## src/ajb_pkg.sv

```systemverilog
// shared types and constants for the audio jitter buffer
`default_nettype none
package ajb_pkg;

  localparam int RING_DEPTH  = 16384;
  localparam int PTR_W       = $clog2(RING_DEPTH);
  localparam int LVL_W       = 14;
  localparam int CMP_W       = (PTR_W > LVL_W) ? PTR_W : LVL_W;
  localparam int SAMPLE_W    = 16;
  localparam int QUEUE_DEPTH = 4;
  localparam int QPTR_W      = $clog2(QUEUE_DEPTH);
  localparam int APB_DATA_W  = 32;
  localparam int APB_ADDR_W  = 4;

  localparam logic [LVL_W-1:0] RESET_START  = LVL_W'(3840);
  localparam logic [LVL_W-1:0] RESET_HIGH   = LVL_W'(9600);
  localparam logic [LVL_W-1:0] RESET_TARGET = LVL_W'(4800);

  typedef logic [PTR_W-1:0]           ptr_t;
  typedef logic [LVL_W-1:0]           lvl_t;
  typedef logic [CMP_W-1:0]           cmp_t;
  typedef logic signed [SAMPLE_W-1:0] sample_t;

  typedef enum logic {
    REQ_PUSH = 1'b0,
    REQ_PULL = 1'b1
  } req_t;

  typedef enum logic [1:0] {
    REG_START_LEVEL  = 2'd0,
    REG_HIGH_WATER   = 2'd1,
    REG_TARGET_LEVEL = 2'd2
  } reg_idx_t;

  typedef struct packed {
    lvl_t start_level;
    lvl_t high_water_level;
    lvl_t target_level;
  } cfg_t;

  typedef struct packed {
    logic    wr_en;
    logic    rd_en;
    ptr_t    addr;
    sample_t sample;
    lvl_t    fill;
    logic    playing;
    logic    underrun;
    logic    dropped;
  } cmd_t;

endpackage
`default_nettype wire

```

## src/ajb_regs.sv

```systemverilog
// level registers behind the apb port
`default_nettype none
module ajb_regs (
  input  wire logic                             clk,
  input  wire logic                             rst,
  input  wire logic                             psel,
  input  wire logic                             penable,
  input  wire logic                             pwrite,
  input  wire logic [ajb_pkg::APB_ADDR_W-1:0]   paddr,
  input  wire logic [ajb_pkg::APB_DATA_W-1:0]   pwdata,
  output logic      [ajb_pkg::APB_DATA_W-1:0]   prdata,
  output logic                                  pready,
  output ajb_pkg::cfg_t                         cfg
);

  logic         wr_stb;
  logic [1:0]   idx;
  ajb_pkg::lvl_t rd_val;

  assign pready = 1'b1;
  assign wr_stb = psel && penable && pwrite;
  assign idx    = paddr[3:2];

  always_ff @(posedge clk) begin
    if (rst) begin
      cfg.start_level      <= ajb_pkg::RESET_START;
      cfg.high_water_level <= ajb_pkg::RESET_HIGH;
      cfg.target_level     <= ajb_pkg::RESET_TARGET;
    end else if (wr_stb) begin
      unique case (idx)
        ajb_pkg::REG_START_LEVEL:  cfg.start_level      <= pwdata[ajb_pkg::LVL_W-1:0];
        ajb_pkg::REG_HIGH_WATER:   cfg.high_water_level <= pwdata[ajb_pkg::LVL_W-1:0];
        ajb_pkg::REG_TARGET_LEVEL: cfg.target_level     <= pwdata[ajb_pkg::LVL_W-1:0];
        default: ;
      endcase
    end
  end

  always_comb begin
    unique case (idx)
      ajb_pkg::REG_START_LEVEL:  rd_val = cfg.start_level;
      ajb_pkg::REG_HIGH_WATER:   rd_val = cfg.high_water_level;
      ajb_pkg::REG_TARGET_LEVEL: rd_val = cfg.target_level;
      default:                   rd_val = '0;
    endcase
    prdata = ajb_pkg::APB_DATA_W'(rd_val);
  end

endmodule
`default_nettype wire

```

## config.mk

```make
export PLATFORM = sky130hd
export DESIGN_NAME = ajb_regs
export DESIGN_NICKNAME = d
export VERILOG_FILES = /design/src/ajb_pkg.sv /design/src/ajb_regs.sv
export SDC_FILE = /design/constraint.sdc
export NUM_CORES = 1
export LEC_CHECK = 0
export ABC_AREA = 1
export BUFFER_PORTS_ARGS = -buffer_cell sky130_fd_sc_hd__clkbuf_2
export CORE_MARGIN = 2
export CORE_UTILIZATION = 30
export DETAILED_ROUTE_END_ITERATION = 10
export GPL_ROUTABILITY_DRIVEN = 0
export SYNTH_ARGS = -nofsm -noshare
export SYNTH_HDL_FRONTEND = slang
export SYNTH_SLANG_ARGS = --single-unit
```

## constraint.sdc

```tcl
create_clock -name clk -period 0.8 [get_ports clk]
set_input_delay 0 -clock clk [delete_from_list [all_inputs] [get_ports clk]]
set_output_delay 0 -clock clk [all_outputs]
set_load 0.01 [all_outputs]
```

Yosys cells after proc, flatten, opt, wreduce, memory -nomap -nowiden
Index checks and enable logic that the tools add are counted.
{"block": "op_classes", "reduce_logical": 6, "n_mux": 1, "eq_ne": 2}
{"operator": "case mux 14 bit (3 select lines)", "n": 1}
{"operator": "AND reduction 2 bit", "n": 3}
{"operator": "equality test 2 x 1 -> 1 bit (second input constant)", "n": 1}
{"operator": "equality test 2 bit (second input constant)", "n": 1}
{"operator": "logical AND 1 bit", "n": 2}
{"operator": "logical NOT 2 bit", "n": 1}
{"block": "totals", "register_bits": 42, "wordCells": 12, "in_bits": 41, "output_inout_bits": 75}

Depth between registers and ports, before layout
{"block": "logic_depth", "word_depth": 3, "ltp_mapped": 6, "mapped_depth_nobuf": 5}

Least setup slack after synthesis
Ideal clock, no wire load.
{"block": "synth_timing", "kind": "input to register", "startpoint": "in paddr[3] (netlist bit)", "endpoint": "reg cfg[28] (netlist bit)", "slack_ns": 0.125, "n_path_buf": 1, "path_stages": 5, "setup_time_ns": 0.113, "t_arrival_ns": 0.562, "required_ns": 0.687, "cell_sequence": "nor2_2 buf_2 nand3_1 nand2_1 nor2_1"}
{"block": "synth_between", "elab_chain_cells": 2}
{"element": "start: declaration", "line_no": "ajb_regs.sv:9", "rtl": "input wire logic [ajb_pkg::APB_ADDR_W-1:0] paddr,"}
{"element": "logical NOT 2 bit", "line_no": "ajb_regs.sv:30", "rtl": "unique case (idx)"}
{"element": "AND reduction 2 bit (no source line)"}
{"element": "end: declaration", "line_no": "ajb_regs.sv:13", "rtl": "output ajb_pkg::cfg_t cfg"}
Every way passes these cells.
A chain may end at the register's enable or synchronous reset.

Worst setup path in the final report
{"block": "layout_timing", "startpoint": "reg cfg[27] (netlist bit)", "endpoint": "out prdata[13] (netlist bit)"}
{"block": "layout_between", "elab_chain_cells": 1}
{"element": "case mux 14 bit (3 select lines)", "line_no": "ajb_regs.sv:40", "rtl": "unique case (idx)"}
{"element": "end: declaration", "line_no": "ajb_regs.sv:11", "rtl": "output logic [ajb_pkg::APB_DATA_W-1:0] prdata,"}
Every way passes these cells.

==> impl_metrics.ini <==
[outcome]
status = finished with violations
violations = setup timing

[route]
route.detailed.drc = 0
via_count = 2305
first_iter_violations = 96
drt.antenna.violating_nets = 0
drt-total-wl_um = 6380
post_drt_wl_per_cell_um = 12.0
firstDrtPassIters = 4
vias_per_cell = 4.35

[timing]
worst_slack_ns = -0.156
setup_viol = 28
slew_violations = 0
fin_crit_ns = 0.956
rsz0062_at_grt = yes
final_hold_viol_count = 0
clock_skew_ns = 0
fmax_mhz = 1050
whs_ns = 0.0414
finalCritPeriodShare = 1.20

[clock_tree]
clock_latency_ns = 0.30
cts_buffers = 5
clk_pin_slew_ns = 0.09
cts_tree = built
clockRootBuffer = clkbuf_8
cts_sinks = 42
clockBufferDepth = 2
htreeDepth = 2

[min_path]
worstHoldPathType = input pin to flip-flop

[power]
clkPwrFrac = 0.327
leakagePower_nw = 1.65
netSwitchingPower_w = 0.00126
fin_total_pwr_w = 0.00438
pwr-share-comb = 0.175
ir_drop_v = 0.000703
seqPwrFrac = 0.498
switching_share = 0.289
intPower_w = 0.00312
p_per_area_nw_per_um2 = 1330

[critical_path]
cp_data_arrival_time_ns = 0.96
required_ns = 0.80
ff2ff_setup_slack_ns = 0.04
critPathMaxFanout = 3
cp-start-kind = flip-flop
crit_type = flip-flop to primary output
end_kind = primary output

[floorplanning]
die-area_um2 = 7680
core_um2 = 6790
initial_core_util = 0.309
rows = 30
io_pins = 116
die_h_um = 87.7
die_w_um = 87.7

[job]
drv_cap = 0

[layout]
nFillCells = 689
multi_input_area_um2 = 1050
area_delta_synth_final_pct = 57.0
num_antenna_cells = 0
layout_commonest_cell = nand2_1
seq_area_um2 = 898
largest_reg_flops = 42
top_regs = cfg (42)
drive_gt1_frac = 0.417
num-nets-final = 474
top_register = cfg
final_cell_mix = nand2_1, nor2_1, nand3_1, buf_6, dfxtp_2

[placed_design]
dp_hpwl_um = 4270
io_buffer_count = 76

[global_routing]
grtUsageMet1 = 0.220
grt_usage = 0.167
overflow = 0
grt_max_degree = 43
antenna_found_initial = 0
gr-usage-met3 = 0.0424
use_met2 = 0.278
grt_pass1_wl_um = 9960
grt_pass1_vias = 2030
busiest_layer = met2

[synthesis]
synth_area_per_cell_um2 = 6.48
synth.largest_area_cell = dfxtp_1
yosysWarnings = 0
yosysSeqAreaShare = 0.400
netlist_area_um2 = 2100
synthCells = 324
ys_ff_latch = 42
yosys-top-cells-area = dfxtp_1, nand2_1, nand3_1, nor2_1, buf_4
synth.top_cell.area_share = 0.400
synth_cell_type_count = 14
==> area by class of cell <==
class / instances / share of cell area
Timing Repair Buffer: 120 / 0.324
Multi-Input combinational cell: 246 / 0.318
Sequential cell: 42 / 0.272
Tap cell: 96 / 0.0364
Clock buffer: 5 / 0.0209
Inverter: 18 / 0.0205
Clock inverter: 3 / 0.00759
==> through the flow <==
| step | TNS, ns | util | setup WS (ns) | cell area [µm²] | instances |
|---|---|---|---|---|---|
| 2_1_floorplan | 0 | - | 0.125 | 2160 | 341 |
| 3_3_place_gp | -3.90 | 0.379 | -0.131 | 2570 | 490 |
| 3_5_place_dp | -4.18 | 0.379 | -0.130 | 2570 | 490 |
| 4_1_cts | -2.62 | 0.445 | -0.146 | 3020 | 522 |
| 5_1_grt | -3.72 | 0.485 | -0.196 | 3300 | 530 |
| 6_report | -2.45 | 0.485 | -0.156 | 3300 | 530 |
==> logic make-up after synthesis <==
| group | synth area share |
|---|---|
| buf+inv | 0.148 |
| simple gates | 0.448 |
| flops | 0.400 |
| other cells | 0.00358 |
==> routing by layer <==
metal | vias up | share of wire
met1 | 1056 | 0.48
met5 | - | 0
met2 | 60 | 0.47
met4 | 0 | 0.0075
li1 | 1183 | -
met3 | 6 | 0.044
==> final timing paths <==
kind,from,to,depth (start not counted)
worst min-delay path,pwdata[4],cfg[18],5
worst min register to register,cfg[37],cfg[37],2
worst max-delay path,cfg[27],prdata[13],3
worst max register to register,cfg[31],cfg[31],4
==> synthesized netlist by cell type <==
master and instances:
nand2_1 103, nor2_1 60, nand3_1 57, dfxtp_1 42, buf_4 24, inv_1 15, nor2_2 7, buf_2 5
buf_1 2, buf_6 2, clkbuf_1 2, conb_1 2, inv_2 2, clkinv_1 1
==> critical path: stages, from the launching register on <==
cell	delay, ns
dfxtp_2	0.35
nand2_1	0.09
nand3_2	0.08
buf_6	0.13
==> power by group through the flow <==
stage | sequential (W) | clock [W] | combinational, W
6_report | 0.00218 | 0.00143 | 0.000767
3_5_place_dp | 0.00222 | 0 | 0.000623
3_3_place_gp | 0.00222 | 0 | 0.000617
2_1_floorplan | 0.00224 | 0 | 0.000415
4_1_cts | 0.00218 | 0.00149 | 0.000703
5_1_grt | 0.00219 | 0.00158 | 0.000850
==> timing repair <==
item,CTS,global route
hold endpoints to repair,12,0
buffers inserted,16,8
hold buffers,8,0
pin swaps,8,10
resized for setup,63,86
setup endpoints to repair,56,57
Note: power is estimated with default switching activity, not from simulation.
