`config.mk`:
```
export PLATFORM = sky130hd
export DESIGN_NAME = ajb_front
export DESIGN_NICKNAME = d
export VERILOG_FILES = /design/src/ajb_pkg.sv /design/src/ajb_front.sv
export SDC_FILE = /design/constraint.sdc
export NUM_CORES = 1
export LEC_CHECK = 0
export ABC_AREA = 0
export BUFFER_PORTS_ARGS = -buffer_cell sky130_fd_sc_hd__buf_2
export CORE_UTILIZATION = 40
export CTS_CLUSTER_DIAMETER = 60
export DETAILED_ROUTE_END_ITERATION = 6
export HOLD_SLACK_MARGIN = 0.06
export PLACE_DENSITY_LB_ADDON = 0.3
export SLEW_MARGIN = 20
export SYNTH_ARGS = -nofsm -noshare
export SYNTH_HDL_FRONTEND = slang
export SYNTH_SLANG_ARGS = --single-unit
```
`constraint.sdc`:
```
create_clock -name clk -period 8.5 [get_ports clk]
set_input_delay 0.85 -clock clk [delete_from_list [all_inputs] [get_ports clk]]
set_output_delay 0.85 -clock clk [all_outputs]
set_load 0.005 [all_outputs]
```
`src/ajb_pkg.sv`:
```
// shared types and constants for the audio jitter buffer
`default_nettype none
package ajb_pkg;

  localparam int RING_DEPTH  = 16384;
  localparam int PTR_W       = $clog2(RING_DEPTH);
  localparam int LVL_W       = 14;
  localparam int CMP_W       = (PTR_W > LVL_W) ? PTR_W : LVL_W;
  localparam int SAMPLE_W    = 16;
  localparam int QUEUE_DEPTH = 4;
  localparam int QPTR_W      = $clog2(QUEUE_DEPTH);
  localparam int APB_DATA_W  = 32;
  localparam int APB_ADDR_W  = 4;

  localparam logic [LVL_W-1:0] RESET_START  = LVL_W'(3840);
  localparam logic [LVL_W-1:0] RESET_HIGH   = LVL_W'(9600);
  localparam logic [LVL_W-1:0] RESET_TARGET = LVL_W'(4800);

  typedef logic [PTR_W-1:0]           ptr_t;
  typedef logic [LVL_W-1:0]           lvl_t;
  typedef logic [CMP_W-1:0]           cmp_t;
  typedef logic signed [SAMPLE_W-1:0] sample_t;

  typedef enum logic {
    REQ_PUSH = 1'b0,
    REQ_PULL = 1'b1
  } req_t;

  typedef enum logic [1:0] {
    REG_START_LEVEL  = 2'd0,
    REG_HIGH_WATER   = 2'd1,
    REG_TARGET_LEVEL = 2'd2
  } reg_idx_t;

  typedef struct packed {
    lvl_t start_level;
    lvl_t high_water_level;
    lvl_t target_level;
  } cfg_t;

  typedef struct packed {
    logic    wr_en;
    logic    rd_en;
    ptr_t    addr;
    sample_t sample;
    lvl_t    fill;
    logic    playing;
    logic    underrun;
    logic    dropped;
  } cmd_t;

endpackage
`default_nettype wire

```
`src/ajb_front.sv`:
```
// request classification: pointers, play state and level checks
`default_nettype none
module ajb_front (
  input  wire logic                          clk,
  input  wire logic                          rst,
  input  wire logic                          push,
  output logic                               full,
  input  wire logic                          req_type,
  input  wire logic signed [ajb_pkg::SAMPLE_W-1:0] in_sample,
  input  wire logic                          first_of_group,
  input  wire logic [ajb_pkg::LVL_W-1:0]     burst_len,
  input  ajb_pkg::cfg_t                      cfg,
  input  wire logic                          q_full,
  output logic                               q_push,
  output ajb_pkg::cmd_t                      cmd
);

  ajb_pkg::ptr_t write_ptr, write_ptr_next;
  ajb_pkg::ptr_t read_ptr, read_ptr_next;
  logic          play_enable, play_enable_next;
  logic          burst_silent, burst_silent_next;
  ajb_pkg::ptr_t fill_now;
  ajb_pkg::ptr_t fill_after;
  ajb_pkg::cmp_t avail_c, start_c, high_c, target_c, blen_c;

  assign full   = q_full;
  assign q_push = push && !q_full;

  always_comb begin
    fill_now = write_ptr - read_ptr;
    avail_c  = ajb_pkg::cmp_t'(fill_now);
    start_c  = ajb_pkg::cmp_t'(cfg.start_level);
    high_c   = ajb_pkg::cmp_t'(cfg.high_water_level);
    target_c = ajb_pkg::cmp_t'(cfg.target_level);
    blen_c   = ajb_pkg::cmp_t'(burst_len);

    write_ptr_next    = write_ptr;
    read_ptr_next     = read_ptr;
    play_enable_next  = play_enable;
    burst_silent_next = burst_silent;

    cmd          = '0;
    cmd.sample   = in_sample;

    if (req_type == ajb_pkg::REQ_PUSH) begin
      if (first_of_group) begin
        if (avail_c > high_c && target_c < avail_c) begin
          read_ptr_next = write_ptr - ajb_pkg::ptr_t'(target_c);
          cmd.dropped   = 1'b1;
        end
        if (!play_enable && avail_c >= start_c) begin
          play_enable_next = 1'b1;
        end
      end
      cmd.wr_en      = 1'b1;
      cmd.addr       = write_ptr;
      write_ptr_next = write_ptr + ajb_pkg::ptr_t'(1);
    end else begin
      if (first_of_group) begin
        if (!play_enable) begin
          burst_silent_next = 1'b1;
        end else if (avail_c < blen_c) begin
          burst_silent_next = 1'b1;
          play_enable_next  = 1'b0;
          cmd.underrun      = 1'b1;
        end else begin
          burst_silent_next = 1'b0;
        end
      end
      if (!burst_silent_next && fill_now != '0) begin
        cmd.rd_en     = 1'b1;
        cmd.addr      = read_ptr;
        read_ptr_next = read_ptr + ajb_pkg::ptr_t'(1);
      end
    end

    fill_after  = write_ptr_next - read_ptr_next;
    cmd.fill    = ajb_pkg::lvl_t'(fill_after);
    cmd.playing = play_enable_next;
  end

  always_ff @(posedge clk) begin
    if (rst) begin
      write_ptr    <= '0;
      read_ptr     <= '0;
      play_enable  <= 1'b0;
      burst_silent <= 1'b0;
    end else if (q_push) begin
      write_ptr    <= write_ptr_next;
      read_ptr     <= read_ptr_next;
      play_enable  <= play_enable_next;
      burst_silent <= burst_silent_next;
    end
  end

endmodule
`default_nettype wire

```
Word-level counts from Yosys, hierarchy flattened
Cells that the tools add are included.
{"block": "classes", "add_sub_neg": 5, "n_mul": 0, "div": 0, "magnitude_cmp": 4, "eq_ne": 0, "n_shift": 0, "mux": 25, "n_bitwise": 0, "n_reduce_logical": 9}
{"op": "$mux 14", "count": 6}
{"op": "$sub 14x14->14", "count": 3}
{"op": "$add 14x1->14 const B", "count": 2}
{"op": "$lt 14x14->1", "count": 2}
{"op": "$mux 1", "count": 18}
{"op": "$mux 15", "count": 1}
{"op": "$ge 14x14->1", "count": 1}
{"op": "$gt 14x14->1", "count": 1}
{"op": "$reduce_bool 14->1", "count": 1}
{"op": "$logic_and 1x1->1", "count": 4}
{"op": "$logic_not 1->1", "count": 3}
{"op": "$reduce_and 2->1", "count": 1}
{"block": "totals", "reg_bits": 30, "latch_bits": 0, "mem_bits_rw": 0, "mem_bits_ro": 0, "in_bits": 78, "out_inout_bits": 51, "word_cells": 47, "mem_count": 0}

Depth between registers and ports, before layout
{"block": "logic_depth", "word_depth": 11, "mapped_depth": 36}

Worst setup path before layout
No wires, ideal clock.
{"block": "synth_timing", "kind": "reg2out", "from": "register read_ptr[1]", "to": "output port cmd[15] (netlist name)", "t_arrival_ns": 6.933, "required_ns": 7.650, "path_slack_ns": 0.717, "stages_incl_launch_ff": 37, "path_cell_list": "dfxtp_1 -> inv_1 -> ha_1 -> nor2b_1 -> o31a_1 -> o31a_1 -> o21a_1 -> o21a_1 -> or3_1 -> and2_1 -> ha_1 -> or4_1 -> a21oi_1 -> o21ai_0 -> a41oi_1 -> o22ai_1 -> a2111oi_2 -> a311oi_2 -> a31o_4 -> nand2_1 -> inv_2 -> ha_1 -> nand2_1 -> o21ai_0 -> ha_1 -> fa_1 -> nor2b_1 -> o21ai_0 -> a21boi_0 -> o21ai_0 -> a21boi_0 -> o21ai_0 -> nand2b_1 -> a21o_1 -> a21oi_1 -> o21ai_0 -> xor2_1"}
{"item": "start: declaration", "line": "ajb_front.sv:19", "rtl": "ajb_pkg::ptr_t read_ptr, read_ptr_next;"}
{"item": "start signal: assignment", "line": "ajb_front.sv:90", "rtl": "read_ptr <= read_ptr_next;"}
{"item": "end: declaration", "line": "ajb_front.sv:15", "rtl": "output ajb_pkg::cmd_t cmd"}

==> results.sh <==
export IMPL_crit_path_end_kind="output port"
export IMPL_synth_cells=772
export IMPL_placedCellCount=1027
export IMPL_wl_per_cell_um=15.86
export IMPL_diodes=0
export IMPL_remaining_drc_errors=0
export IMPL_portBuffers=96
export IMPL_cts_buffers=5
export IMPL_viasPerCell=5.536
export IMPL_worst_slew_pin_slew_ps=865.6
export IMPL_ys_async_sr_fraction=0
export IMPL_grt_max_degree=39
export IMPL_coreArea_um2=13830
export IMPL_cpMostUsedCell="o21ai_1"
export IMPL_setup_ws_ps=331.4
export IMPL_clk_latency_ps=290
export IMPL_synth_avg_cell_area_um2=7.301
export IMPL_synth_edff_count=0
export IMPL_setup_viol=0
export IMPL_fp_dieH_um=120.7
export IMPL_skew_ps=8.440
export IMPL_pre_cts_ws_ps=67.53
export IMPL_vias=5780
export IMPL_synth_seq_cells=30
export IMPL_synth_nets=937
export IMPL_ys_types=81
export IMPL_drt_wl_total_um=16560
export IMPL_first_pass_iters=5
export IMPL_area_growth_pct=16.40
export IMPL_fin_cells=1044
export IMPL_arrival_ps=7320
export IMPL_root_buffer="clkbuf_16"
export IMPL_fin_nets=1028
export IMPL_rows=43
export IMPL_yosysSeqAreaShare=0.1065
export IMPL_ir_worst_vdd_mv=0.06251
export IMPL_io_pins=129
export IMPL_clk_pin_slew_ps=50
export IMPL_grt_pass1_wl_um=26080
export IMPL_critical_path_max_stage_delay_ps=530
export IMPL_antenna_found_initial=0
export IMPL_die_area_um2=14570
export IMPL_track_usage=0.2280
export IMPL_clockBufferDepth=2
export IMPL_antenna_left=0
export IMPL_hold_class="flop to flop"
export IMPL_slew_violations=0
export IMPL_path_max_fanout=6
export IMPL_slew_headroom=0.4138
export IMPL_final_cell_mix="96 x buf_2, 93 x inv_1, 81 x ha_1"
export IMPL_power_density_nw_per_um2=176.3
export IMPL_layout_commonest_cell="buf_2"
export IMPL_synthTopCellsByArea="ha_1 19%, dfxtp_1 11%, inv_1 6.3%"
export IMPL_cp_required_ps=7650
export IMPL_hold_violations=0
export IMPL_fmax_mhz=122.4
export IMPL_drive_gt1_frac=0.2095
export IMPL_setup_tns_ps=0
export IMPL_hpwlAfterDp_um=13240
export IMPL_p_leak_nw=3.075
export IMPL_yosysTopAreaCell="ha_1"
export IMPL_start_util=0.4077
export IMPL_clock_sinks=30
export IMPL_htree_levels=2
export IMPL_period_minus_slack_ps=8169
export IMPL_status="finished, final reports clean"
export IMPL_cp_slowest_cell="or4_4"
export IMPL_synth_area_um2=5637
export IMPL_crit_type="flop to output port"
export IMPL_die_w_um=120.7
export IMPL_synth_top_area_share=0.1865
export IMPL_ys_warn_count=0
export IMPL_grt_pass1_vias=5242
export IMPL_cts_tree="yes"
export IMPL_fin_crit_sh=0.9610
export IMPL_drt_iter0_markers=314
export IMPL_overflow=0
export IMPL_drv_cap=0
export IMPL_place_congestion=0.9440
export IMPL_synth_ff_type="dfxtp_1"
export IMPL_startpoint_type="flop"
[power breakdown]
part | switching [W] | leakage [nW] | internal, W
Sequential | 0.00000680 | 0.244 | 0.000147
Clock | 0.0000727 | 0.0729 | 0.000116
Combinational | 0.000440 | 2.76 | 0.000374
[cell families (layout without fill, tap and decap cells)]
family          Yosys count  in the layout  synth area share
xor+xnor                 52             52           0.08457
flops                    30             30            0.1065
compound gates          212            212            0.2719
simple gates            248            248            0.2226
fa+ha+maj                90             90            0.2024
mux                       3              3          0.005328
buf+inv                 137            229            0.1065
[sequential cells by signal, summed over array words and instances (netlist names)]
signal,count
burst_silent,1
play_enable,1
read_ptr,14
write_ptr,14
[path summary, 6_finish.rpt]
check / slack [ps] / end / start / depth (start not counted)
worst max register to register: 3180 / read_ptr[12] / read_ptr[3] / 23
worst min register to register: 540 / read_ptr[5] / read_ptr[5] / 2
worst min-delay path: 540 / read_ptr[5] / read_ptr[5] / 2
worst max-delay path: 330 / cmd[15] / read_ptr[3] / 37
[repair_timing]
item	4_1_cts	5_1_grt
endpoints found under the setup margin	3	6
setup buffers	0	9
resized for setup	5	32
pin swaps	2	20
hold buffers	0	0
[synth_stat cells, types with 10 or more instances]
cell type and count:
inv_1 95, ha_1 84, nor2_1 62, nand2_1 58, o21ai_0 37, a21oi_1 34, xnor2_1 34, dfxtp_1 30
nand3_1 23, buf_4 20, nor3_1 18, o22ai_1 16, xor2_1 16, o21a_1 14, clkbuf_1 13, a21o_1 12
and3_1 10, nor2b_1 10
[metrics by stage]
stage | total power [W] | instance area (um^2) | hold WS, ps | utilization
final | 0.001157 | 6561 | 541.2 | 0.4745
after global routing | 0.001258 | 6561 | 564.7 | 0.4745
after CTS | 0.001102 | 6401 | 535.9 | 0.4629
after detailed placement | 0.0009069 | 6248 | 529.5 | 0.4519
after global placement | 0.0009038 | 6248 | 525.3 | 0.4519
after floorplan | 0.0006854 | 5637 | 486.4 | -
[metal layers]
layer	track usage	vias up	part of all wire
met5	0	-	0
met4	0.05864	0	0.015
met3	0.03113	18	0.051
met2	0.3897	157	0.47
met1	0.2995	2652	0.46
li1	-	2953	-
[worst max-delay path, delay by kind of cell (launching register included)]
family	cells	cell delay, ps
fa+ha+maj	5	1370
compound gates	21	3410
xor+xnor	1	150
flops	1	400
simple gates	7	1410
buf+inv	3	290
[cell type report]
| type | instances | area, um^2 |
|---|---|---|
| clock buffer | 6 | 138.9 |
| clock inverter | 2 | 12.51 |
| fill | 1446 | 7266 |
| inverter | 97 | 364.1 |
| multi-input combinational | 605 | 4529 |
| sequential | 30 | 603.1 |
| tap | 180 | 225.2 |
| timing repair buffer | 124 | 688.2 |
Power figures use the tool's default switching activity.
