`config.mk`:
```
export PLATFORM = sky130hd
export DESIGN_NAME = ajb_cmd_queue
export DESIGN_NICKNAME = d
export VERILOG_FILES = /design/src/ajb_pkg.sv /design/src/ajb_cmd_queue.sv
export SDC_FILE = /design/constraint.sdc
export NUM_CORES = 1
export LEC_CHECK = 0
export BUFFER_PORTS_ARGS = -buffer_cell sky130_fd_sc_hd__buf_2
export CAP_MARGIN = 20
export CORE_MARGIN = 2
export CORE_UTILIZATION = 40
export DETAILED_ROUTE_END_ITERATION = 10
export PLACE_DENSITY_LB_ADDON = 0.15
export SLEW_MARGIN = 20
export SYNTH_ARGS = -nofsm -noshare
export SYNTH_HDL_FRONTEND = slang
export SYNTH_SLANG_ARGS = --single-unit
export TNS_END_PERCENT = 10
```
`constraint.sdc`:
```
create_clock -name clk -period 2.9 [get_ports clk]
set_clock_uncertainty 0.1 [all_clocks]
set_input_delay 0 -clock clk [delete_from_list [all_inputs] [get_ports clk]]
set_output_delay 0 -clock clk [all_outputs]
set_load 0.01 [all_outputs]
```
`src/ajb_pkg.sv`:
```
// shared types and constants for the audio jitter buffer
`default_nettype none
package ajb_pkg;

  localparam int RING_DEPTH  = 16384;
  localparam int PTR_W       = $clog2(RING_DEPTH);
  localparam int LVL_W       = 14;
  localparam int CMP_W       = (PTR_W > LVL_W) ? PTR_W : LVL_W;
  localparam int SAMPLE_W    = 16;
  localparam int QUEUE_DEPTH = 4;
  localparam int QPTR_W      = $clog2(QUEUE_DEPTH);
  localparam int APB_DATA_W  = 32;
  localparam int APB_ADDR_W  = 4;

  localparam logic [LVL_W-1:0] RESET_START  = LVL_W'(3840);
  localparam logic [LVL_W-1:0] RESET_HIGH   = LVL_W'(9600);
  localparam logic [LVL_W-1:0] RESET_TARGET = LVL_W'(4800);

  typedef logic [PTR_W-1:0]           ptr_t;
  typedef logic [LVL_W-1:0]           lvl_t;
  typedef logic [CMP_W-1:0]           cmp_t;
  typedef logic signed [SAMPLE_W-1:0] sample_t;

  typedef enum logic {
    REQ_PUSH = 1'b0,
    REQ_PULL = 1'b1
  } req_t;

  typedef enum logic [1:0] {
    REG_START_LEVEL  = 2'd0,
    REG_HIGH_WATER   = 2'd1,
    REG_TARGET_LEVEL = 2'd2
  } reg_idx_t;

  typedef struct packed {
    lvl_t start_level;
    lvl_t high_water_level;
    lvl_t target_level;
  } cfg_t;

  typedef struct packed {
    logic    wr_en;
    logic    rd_en;
    ptr_t    addr;
    sample_t sample;
    lvl_t    fill;
    logic    playing;
    logic    underrun;
    logic    dropped;
  } cmd_t;

endpackage
`default_nettype wire

```
`src/ajb_cmd_queue.sv`:
```
// short command queue between front and back
`default_nettype none
module ajb_cmd_queue (
  input  wire logic     clk,
  input  wire logic     rst,
  input  wire logic     wr,
  input  ajb_pkg::cmd_t wr_cmd,
  output logic          full,
  input  wire logic     rd,
  output ajb_pkg::cmd_t rd_cmd,
  output logic          empty
);

  ajb_pkg::cmd_t                entries [ajb_pkg::QUEUE_DEPTH];
  logic [ajb_pkg::QPTR_W-1:0]   wptr;
  logic [ajb_pkg::QPTR_W-1:0]   rptr;
  logic [ajb_pkg::QPTR_W:0]     count;

  assign full   = (count == (ajb_pkg::QPTR_W+1)'(ajb_pkg::QUEUE_DEPTH));
  assign empty  = (count == '0);
  assign rd_cmd = entries[rptr];

  always_ff @(posedge clk) begin
    if (wr) begin
      entries[wptr] <= wr_cmd;
    end
  end

  always_ff @(posedge clk) begin
    if (rst) begin
      wptr  <= '0;
      rptr  <= '0;
      count <= '0;
    end else begin
      if (wr) begin
        wptr <= wptr + ajb_pkg::QPTR_W'(1);
      end
      if (rd) begin
        rptr <= rptr + ajb_pkg::QPTR_W'(1);
      end
      if (wr && !rd) begin
        count <= count + (ajb_pkg::QPTR_W+1)'(1);
      end else if (rd && !wr) begin
        count <= count - (ajb_pkg::QPTR_W+1)'(1);
      end
    end
  end

endmodule
`default_nettype wire

```
==> Yosys cells after proc, flatten, opt, wreduce, memory -nomap -nowiden <==
Memory sizes are Yosys's and may differ from the RTL's. A register that Yosys moved wholly into a read port is not among the register bits.
Cells that the tools add are included.
{ "word_totals": {"ff_bits": 7, "mem_bits_rw": 196, "wordCells": 21, "memories": 1} }
{ "op_classes": {"n_addsub": 4, "eq_ne": 1, "mux": 6, "n_reduce_logical": 6} }
{ "memory_table": {"columns": ["memory", "depth", "word_bits", "rd", "rd_ports_with_merged_regs", "write_ports", "line", "text"], "rows": [
  ["entries", 4, 49, 1, 1, 1, "ajb_cmd_queue.sv:14", "ajb_pkg::cmd_t entries [ajb_pkg::QUEUE_DEPTH];"]
]} }
{ "op_table": {"columns": ["operator", "n"], "rows": [
  ["3-bit two-way mux", 2],
  ["2-bit by 1-bit adder with 2-bit output, second input constant", 2],
  ["2-bit two-way mux", 2],
  ["3-bit by 1-bit adder with 3-bit output, second input constant", 1],
  ["3-bit == test, second input constant", 1],
  ["3-bit logical NOT", 1],
  ["3-bit by 1-bit subtractor with 3-bit output, second input constant", 1],
  ["1-bit logical AND", 2],
  ["1-bit logical NOT", 2],
  ["1-bit two-way mux", 2],
  ["2-bit nonzero test", 1]
]} }

==> Depth between registers and ports, before layout <==
Gate-level depths: netlist of the first run.
{ "logic_depth": {"depth_word": 4, "depth_mapped": 7, "depth_no_buf": 7} }

==> Least setup slack after synthesis of the first run <==
OpenSTA, ideal clock, no wires.
{ "synth_path": {"path_kind": "reg-to-reg", "start": "reg wptr[0] (netlist bit)", "end": "mem entries[2][0] (netlist bit) (enable)", "setup_ns": 0.411, "t_arrival_ns": 1.712, "required_time_ns": 2.389, "setup_slack_ns": 0.676, "path_stages_with_launch": 4, "path_buffers": 0, "period_less_slack_ns": 2.224, "cell_sequence": "dfxtp_1 > inv_1 > ha_1 > and2_1"} }
{ "synth_lines": {"columns": ["element", "line", "text"], "rows": [
  ["start: declaration", "ajb_cmd_queue.sv:15", "logic [ajb_pkg::QPTR_W-1:0] wptr;"],
  ["start signal: assignment", "ajb_cmd_queue.sv:36", "wptr <= wptr + ajb_pkg::QPTR_W'(1);"],
  ["end: declaration", "ajb_cmd_queue.sv:14", null]
]} }
Straight into the memory's write port.

==> qor.yml, run 1 <==
synthTopCellsByArea: "edfxtp_1 (78%), mux4_2 (14%), dfxtp_1 (2.4%)"
die_area_mm2: 0.01991
cp-start-kind: "register"
yosysTopAreaCell: "edfxtp_1"
grt_pass1_wl_um: 22290
wl_per_cell_um: 19.49
cts_sinks: 205
ys_ff_latch: 205
finalHoldViolCount: 0
row_count: 50
worstPathCellList: "buf_4 -> mux4_2 -> buf_2"
syn_area_per_cell_um2: 25.07
cts_buffers: 22
syn_area_mm2: 0.007521
via_per_inst: 4.979
die_x_um: 141.1
synth_edf_count: 196
dpl.hpwl_um: 8594
rsz0062_at_grt: "no"
layout_setup_ws_ns: 0.5640
yosysMostFrequentCell: "edfxtp_1"
critPathArrivalTime_ns: 2.24
worstMarginPinSlew_ns: 0.6366
initial_core_util: 0.4048
maxSlewHeadroom: 0.5756
antenna_left: 0
finalCritPeriodShare: 0.8055
place_ws_ns: 1.004
area_delta_synth_final_pct: 28.65
max_freq_mhz: 428.1
grt.busiest_layer: "met2"
seq_area_frac_synth: 0.8065
drv_cap: 0
worstPathMaxFanout: 25
place.port_buffers: 103
cts_root_buf: "clkbuf_16"
antenna_cells: 0
track_usage: 0.1473
use_met3: 0.02785
antenna_found_initial: 0
overflow: 0
ys_types: 24
outcome: "finished clean"
wirelength_um: 14210
hp-class: "in2reg"
path_clk_slew_ns: 0.06
yosysWarnings: 0
post_cts_resized: 0
use_met2: 0.2389
synthArstFlopShare: 0
ios: 104
first_iter_violations: 217
worst-path-buf-inv: 2
syn_nets: 359
period_needed_ns: 2.336
setup-violations-final: 0
slowest_delay_ns: 0.68
core_mm2: 0.01858
synth_top_area_share: 0.7826
vias: 3630
dr.pass1.iters: 4
syn_inst: 300
worst_ir_drop_vdd_mv: 0.4128
cp.required_ns: 2.80
hold_ws_ns: 0.1538
cts_hold_buf: 53
power.total_w: 0.007074
nets: 539
postLayoutCoreUtil: 0.5207
crit_family: "flip-flops"
grt_max_degree: 32
worstSkewPairLatency_ns: 0.49
ctsLongestPathBuffers: 3
htreeDepth: 1
setup_tns_ns: 0
grt_pass1_vias: 4019
layout-drive-gt1-share: 0.4101
power_density_mw_per_mm2: 731.2
cp_slowest_cell: "dfxtp_4"
critPathCaptureType: "output pin"
die_y_um: 141.1
power.leakage_nw: 3.363
timing.final.max_slew_violations: 0
post_cts_buffers: 0
cts_tree: "done"
drcViolationCount: 0
crit_type: "reg2out"
synthFlopType: "edfxtp_1"
gp_congestion: 0.6737
grtUsageMet1: 0.2038
yosys-top-cells-count: "edfxtp_1 (196), mux4_2 (47), dfxtp_1 (9), nor2_1 (7), ha_1 (5)"
## registers in the layout (all words and copies together), names as in the netlist, named ones only
name     cells
count        3
entries    196
rptr         2
wptr         2
## metal layers
metal,wire (um),up-vias,part of all wire
met2,6740,94,0.47
met5,0,-,0
met3,629,25,0.044
met1,6524,1888,0.46
li1,-,1623,-
met4,313,0,0.022
## placed cells by master (no fill, tap or decap), drive strengths merged
cell type	Yosys	routed
a21oi	1	1
nor3b	1	1
or3	1	1
nor2	7	7
o21ai	1	1
mux4	49	49
clkbuf	1	29
ha	5	5
fa	1	1
dlygate4sd3	0	53
edfxtp	196	196
nand2	1	1
buf	11	115
bufinv	0	4
mux2i	2	2
and2	4	4
inv	4	4
xnor2	2	2
clkinv	0	6
nor3	1	1
xor2	3	3
dfxtp	9	9
## where the power goes
part | leakage (nW) | switching [W] | internal (W)
clock | 0.386 | 0.00106 | 0.00187
sequential | 1.88 | 0.0000683 | 0.00340
combinational | 1.10 | 0.000331 | 0.000344
## final timing paths
path	startpoint	end	slack (ns)	depth (start not counted)
max	register	rd_cmd[2]	0.56	3
min	wr_cmd[13]	entries[3][13]	0.15	2
max reg2reg	wptr[0]	entries[1][44]	1.08	3
min reg2reg	count[2]	count[2]	0.42	2
## cell type report
cell class / count / area, um2
Fill cell: 1463 / 8905
Sequential cell: 205 / 6071
Multi-Input combinational cell: 79 / 1346
Timing Repair Buffer: 168 / 1174
Clock buffer: 29 / 628.1
Tap cell: 234 / 292.8
Clock inverter: 10 / 148.9
Inverter: 4 / 15.01
## through the flow
stage          instance area, um2  cells
5_1_grt                      9676    729
2_1_floorplan                7521    300
6_report                     9676    729
3_5_place_dp                 8368    637
4_1_cts                      9676    729
3_3_place_gp                 8368    637
## kinds of logic (layout without fill, tap and decap cells)
logic type / after synthesis / after routing / share of synthesized area
and+or+nand+nor: 15 / 15 / 0.009815
xor gates and xnor gates: 5 / 5 / 0.005824
buffers and inverters: 16 / 211 / 0.01514
muxes: 51 / 51 / 0.1504
DFF: 205 / 205 / 0.8065
adders and majority gates: 6 / 6 / 0.01098
AOI/OAI and AO/OA: 2 / 2 / 0.001330
Note: power is estimated with default switching activity, not from simulation.
==> run 2, diff against run 1 <==
Clock period 2.9 ns to 2.26 ns, I/O delays scaled along.
==> run 2 against run 1 <==
  * Sequential share of layout area shrank 0.42 points
  * Die area is the same
  * Combinational power grew 33%
  * Final cell count grew 0.55%
  * Largest power group unchanged
  * Power grew 29%
  * Highest routed layer unchanged
  * Critical path type unchanged
==> qor.yml, run 2 (synthesis gave the netlist of run 1 again) <==
outcome: "finished clean"
setup-violations-final: 0  # unchanged
rsz0062_at_grt: "no"
post_cts_resized: 0  # unchanged
dpl.cell_count: 640  # +0.47%
area_delta_synth_final_pct: 29.51
top_register: "entries"
wirelength_um: 13790  # -2.9%
final_common_cell: "edfxtp_1"
drv_cap: 0  # unchanged
dpl.hpwl_um: 8180  # -4.8%
worst_ir_drop_vdd_mv: 0.6380  # +55%
setup_tns_ns: 0  # unchanged
period_needed_ns: 2.042
worstMarginPinSlew_ns: 0.5192  # -0.1174 ns
grt_pass1_vias: 3927  # -2.3%
cts_sinks: 205  # unchanged
finalCritPeriodShare: 0.9037
antenna_found_initial: 0  # unchanged
worstSkewPairLatency_ns: 0.49  # about the same
place.port_buffers: 103  # unchanged
htreeDepth: 1  # unchanged
die_y_um: 141.1  # unchanged
wl_per_cell_um: 18.81  # -3.5%
layout_setup_ws_ns: 0.2176  # -0.3464 ns
worstPathMaxFanout: 17  # -32%
vias: 3561  # -1.9%
gp_congestion: 0.6889  # +2.3%
rr_startpoint: "wptr[0]"
place_ws_ns: 0.6104  # -0.3934 ns
crit_type: "reg2out"
grt_pass1_wl_um: 21220  # -4.8%
track_usage: 0.1404  # -0.006930
overflow: 0  # unchanged
largest_reg_flops: 196  # unchanged
fin_cells: 733  # +0.55%
largestRegisters: "entries x196, count x3"
ctsLongestPathBuffers: 3  # unchanged
maxSlewHeadroom: 0.6539  # +0.07824
critPathCaptureType: "output pin"
timing.final.max_slew_violations: 0  # unchanged
initial_core_util: 0.4048  # unchanged
cts_buffers: 23  # +4.5%
timing.rr.end: "entries[2][28]"
hp-class: "in2reg"
core_mm2: 0.01858  # unchanged
drcViolationCount: 0  # unchanged
antenna_cells: 0  # unchanged
first_iter_violations: 158  # -27%
row_count: 50  # unchanged
cp-start-kind: "register"
cts_tree: "done"
min-delay-start: "wr_cmd[2]"
critPathArrivalTime_ns: 1.94  # -0.30 ns
grt_max_degree: 37  # +16%
finalHoldViolCount: 0  # unchanged
max_freq_mhz: 489.6
die_area_mm2: 0.01991  # unchanged
final_cell_mix: "edfxtp_1 (196), buf_2 (103), dlygate4sd3_1 (52)"
cts_root_buf: "clkbuf_16"
ios: 104  # unchanged
die_x_um: 141.1  # unchanged
r2r_cells: 4  # +1
antenna_left: 0  # unchanged
cp.required_ns: 2.16  # -0.64 ns
dr.pass1.iters: 4  # unchanged
nets: 542  # +0.56%
path_clk_slew_ns: 0.06  # about the same
cp-endpoint: "rd_cmd[43]"
r2r_setup_slack_ns: 0.64  # -0.44 ns
layout-drive-gt1-share: 0.4068  # -0.003287
power.leakage_nw: 3.382  # +0.57%
power_density_mw_per_mm2: 936.4  # +28%
via_per_inst: 4.858  # -2.4%
[run 2: per-stage QoR]
step / total power, W / util / hold slack (ns) / cell area, um2
2_1_floorplan: 0.004989 / - / -0.001131 / 7521
3_3_place_gp: 0.005338 / 0.4543 / 0.1113 / 8441
3_5_place_dp: 0.005357 / 0.4543 / 0.1154 / 8441
4_1_cts: 0.009245 / 0.5242 / 0.1353 / 9741
5_1_grt: 0.009460 / 0.5242 / 0.1533 / 9741
6_report: 0.009121 / 0.5242 / 0.1539 / 9741
[run 2: area by class of cell]
class                   count  area (um2)
repair buffers            170        1236
fillers                  1483        8840
inverters                   4       15.01
flip-flops and latches    205        6071
clock inverters            13       185.2
clock buffers              28       594.3
multi-input cells          79        1346
well taps                 234       292.8
[run 2: where the power goes]
part           switching, W  internal [W]  total, W
combinational      0.000443      0.000458  0.000901
sequential        0.0000601       0.00436   0.00442
clock               0.00137       0.00243   0.00380
total               0.00187       0.00725   0.00912
[run 2: how the worst min path moves through the flow]
stage / cells after the start / slack [ns] / end
2_1_floorplan: 0 / -0.001 / entries[0][0]
3_3_place_gp: 1 / 0.11 / entries[0][10]
3_5_place_dp: 1 / 0.12 / entries[3][2]
4_1_cts: 2 / 0.14 / entries[3][2]
5_1_grt: 2 / 0.15 / entries[1][15]
6_report: 2 / 0.15 / entries[2][2]
[run 2: metal layers]
layer / share of wire / vias to the layer above / global-route usage / wire [um]
li1: - / 1637 / - / -
met5: 0 / - / 0 / 0
met4: 0.020 / 0 / 0.03789 / 274
met2: 0.50 / 85 / 0.2476 / 6892
met3: 0.047 / 20 / 0.02921 / 644
met1: 0.43 / 1819 / 0.1772 / 5978
[run 2: worst max-delay path: stages, from the launching register on]
cell,delay (ns)
dfxtp_2,0.66
buf_4,0.29
mux4_2,0.34
buf_2,0.16
[run 2: repair_timing]
item | in CTS | in global routing
buffers inserted | 0 | 0
endpoints found under the setup margin | 0 | 0
hold endpoints to repair | 205 | 0
hold buffers | 52 | 0
==> run 3, diff against run 2 <==
Settings changed: PLACE_DENSITY set to 0.58, PLACE_DENSITY_LB_ADDON 0.15 to unset.
==> run 3 against run 2 <==
  * Combinational power is 2.3% lower
  * Routed wire length down 1.3%
  * Sequential power about the same
  * Critical path depth unchanged
  * Clock power fell by 11%
  * Die area unchanged
  * Hold slack improved by 0.0030 ns
  * Final cell count fell by 0.41%
  * Critical path type unchanged
  * Critical endpoint is now rd_cmd[38]
  * Largest cell class unchanged
  * Largest power group unchanged
==> qor.yml, run 3 (synthesis gave the netlist of run 1 again) <==
cts_root_buf: "clkbuf_16"
grt_pass1_vias: 3867  # -1.5%
cp.required_ns: 2.16  # about the same
r2r_cells: 4  # unchanged
finalHoldViolCount: 0  # unchanged
first_iter_violations: 151  # -4.4%
htreeDepth: 1  # unchanged
path_clk_slew_ns: 0.06  # about the same
rsz0062_at_grt: "no"
finalCritPeriodShare: 0.9420  # +0.03832
setup-violations-final: 0  # unchanged
power.leakage_nw: 3.324  # -1.7%
worst_ir_drop_vdd_mv: 0.7122  # +12%
largestRegisters: "entries x196, count x3"
place.port_buffers: 103  # unchanged
top_register: "entries"
cts_tree: "done"
dpl.cell_count: 638  # -0.31%
worstSkewPairLatency_ns: 0.49  # about the same
via_per_inst: 4.973  # +2.4%
ios: 104  # unchanged
period_needed_ns: 2.129  # +0.08660 ns
gp_congestion: 0.6354  # -7.8%
power.total_w: 0.008700  # -4.6%
drv_cap: 0  # unchanged
critPathArrivalTime_ns: 2.03  # +0.09 ns
vias: 3630  # +1.9%
largest_reg_flops: 196  # unchanged
grt_pass1_wl_um: 21180  # -0.23%
wl_per_cell_um: 18.65  # -0.86%
overflow: 0  # unchanged
timing.final.max_slew_violations: 0  # unchanged
r2r_setup_slack_ns: 0.66  # +0.02 ns
whs_endpoint: "entries[1][2]"
hp-class: "in2reg"
antenna_cells: 0  # unchanged
critPathCaptureType: "output pin"
setup_tns_ns: 0  # unchanged
antenna_left: 0  # unchanged
cp-start-kind: "register"
outcome: "finished clean"
power_density_mw_per_mm2: 907.5  # -3.1%
cts_buffers: 22  # -4.3%
min-delay-start: "wr_cmd[2]"
core_mm2: 0.01858  # unchanged
dpl.hpwl_um: 8226  # +0.57%
max_freq_mhz: 469.7  # -4.1%
final_common_cell: "edfxtp_1"
row_count: 50  # unchanged
crit_type: "reg2out"
layout-drive-gt1-share: 0.4012  # -0.005604
grt_max_degree: 30  # -19%
die_area_mm2: 0.01991  # unchanged
drcViolationCount: 0  # unchanged
cts_sinks: 205  # unchanged
timing.rr.end: "entries[0][6]"
final_cell_mix: "edfxtp_1 (196), buf_2 (103), dlygate4sd3_1 (53)"
post_cts_buffers: 0  # unchanged
worstPathMaxFanout: 15  # -2
antenna_found_initial: 0  # unchanged
maxSlewHeadroom: 0.6811  # +0.02722
fin_cells: 730  # -0.41%
nets: 540  # -0.37%
die_y_um: 141.1  # unchanged
worstMarginPinSlew_ns: 0.4784  # -0.04083 ns
initial_core_util: 0.4048  # unchanged
die_x_um: 141.1  # unchanged
track_usage: 0.1391  # -0.001237
ctsLongestPathBuffers: 3  # unchanged
wirelength_um: 13620  # -1.3%
dr.pass1.iters: 4  # unchanged
area_delta_synth_final_pct: 27.47
holdPathStages: 2  # unchanged
rr_startpoint: "wptr[0]"
run 3: worst max-delay path by stage:
stage / startpoint / cells past startpoint / slack [ns] / end
after CTS: register / 3 / 0.02 / rd_cmd[21]
after global routing: register / 3 / 0.03 / rd_cmd[0]
after floorplan: wptr[0] / 3 / 0.04 / entries[2][0]
final: register / 3 / 0.13 / rd_cmd[38]
after detailed placement: register / 3 / 0.57 / rd_cmd[21]
after global placement: register / 3 / 0.56 / rd_cmd[17]
run 3: layout make-up:
| type | count | area, um2 |
|---|---|---|
| clock inverter | 6 | 26.28 |
| inverter | 4 | 15.01 |
| tap | 234 | 292.8 |
| sequential | 205 | 6071 |
| fill | 1482 | 8994 |
| timing repair buffer | 169 | 1160 |
| multi-input combinational | 79 | 1346 |
| clock buffer | 33 | 675.6 |
run 3: timing repair:
action / 4_1_cts / 5_1_grt
hold buffers: 53 / 0
endpoints found under the hold margin: 205 / 0
setup endpoints to repair: 0 / 8
gates resized for setup: 0 / 1
run 3: stage by stage:
| stage | instance area, um2 | setup WS (ns) | utilization | hold slack, ns |
|---|---|---|---|---|
| after global placement | 8351 | 0.5624 | 0.4494 | 0.1093 |
| after global routing | 9587 | 0.02566 | 0.5160 | 0.1504 |
| final | 9587 | 0.1310 | 0.5160 | 0.1569 |
| after floorplan | 7521 | 0.03644 | - | -0.001131 |
| after CTS | 9583 | 0.02347 | 0.5158 | 0.1293 |
| after detailed placement | 8351 | 0.5656 | 0.4494 | 0.1185 |
run 3: routing by layer:
metal | global-route usage | share of wire
met1 | 0.1789 | 0.41
met2 | 0.2391 | 0.50
met3 | 0.03227 | 0.056
met4 | 0.03842 | 0.026
met5 | 0 | 0
run 3: power breakdown:
group | leakage (nW) | switching, W | total (W) | internal (W)
Combinational | 1.10 | 0.000439 | 0.000880 | 0.000441
Sequential | 1.88 | 0.0000614 | 0.00442 | 0.00436
Clock | 0.346 | 0.00134 | 0.00340 | 0.00206
Total | 3.32 | 0.00184 | 0.00870 | 0.00686
run 3: worst max-delay path, stage by stage, from the launching register on:
cell	delay, ns
dfxtp_4	0.53
buf_4	0.28
mux4_2	0.55
buf_2	0.16
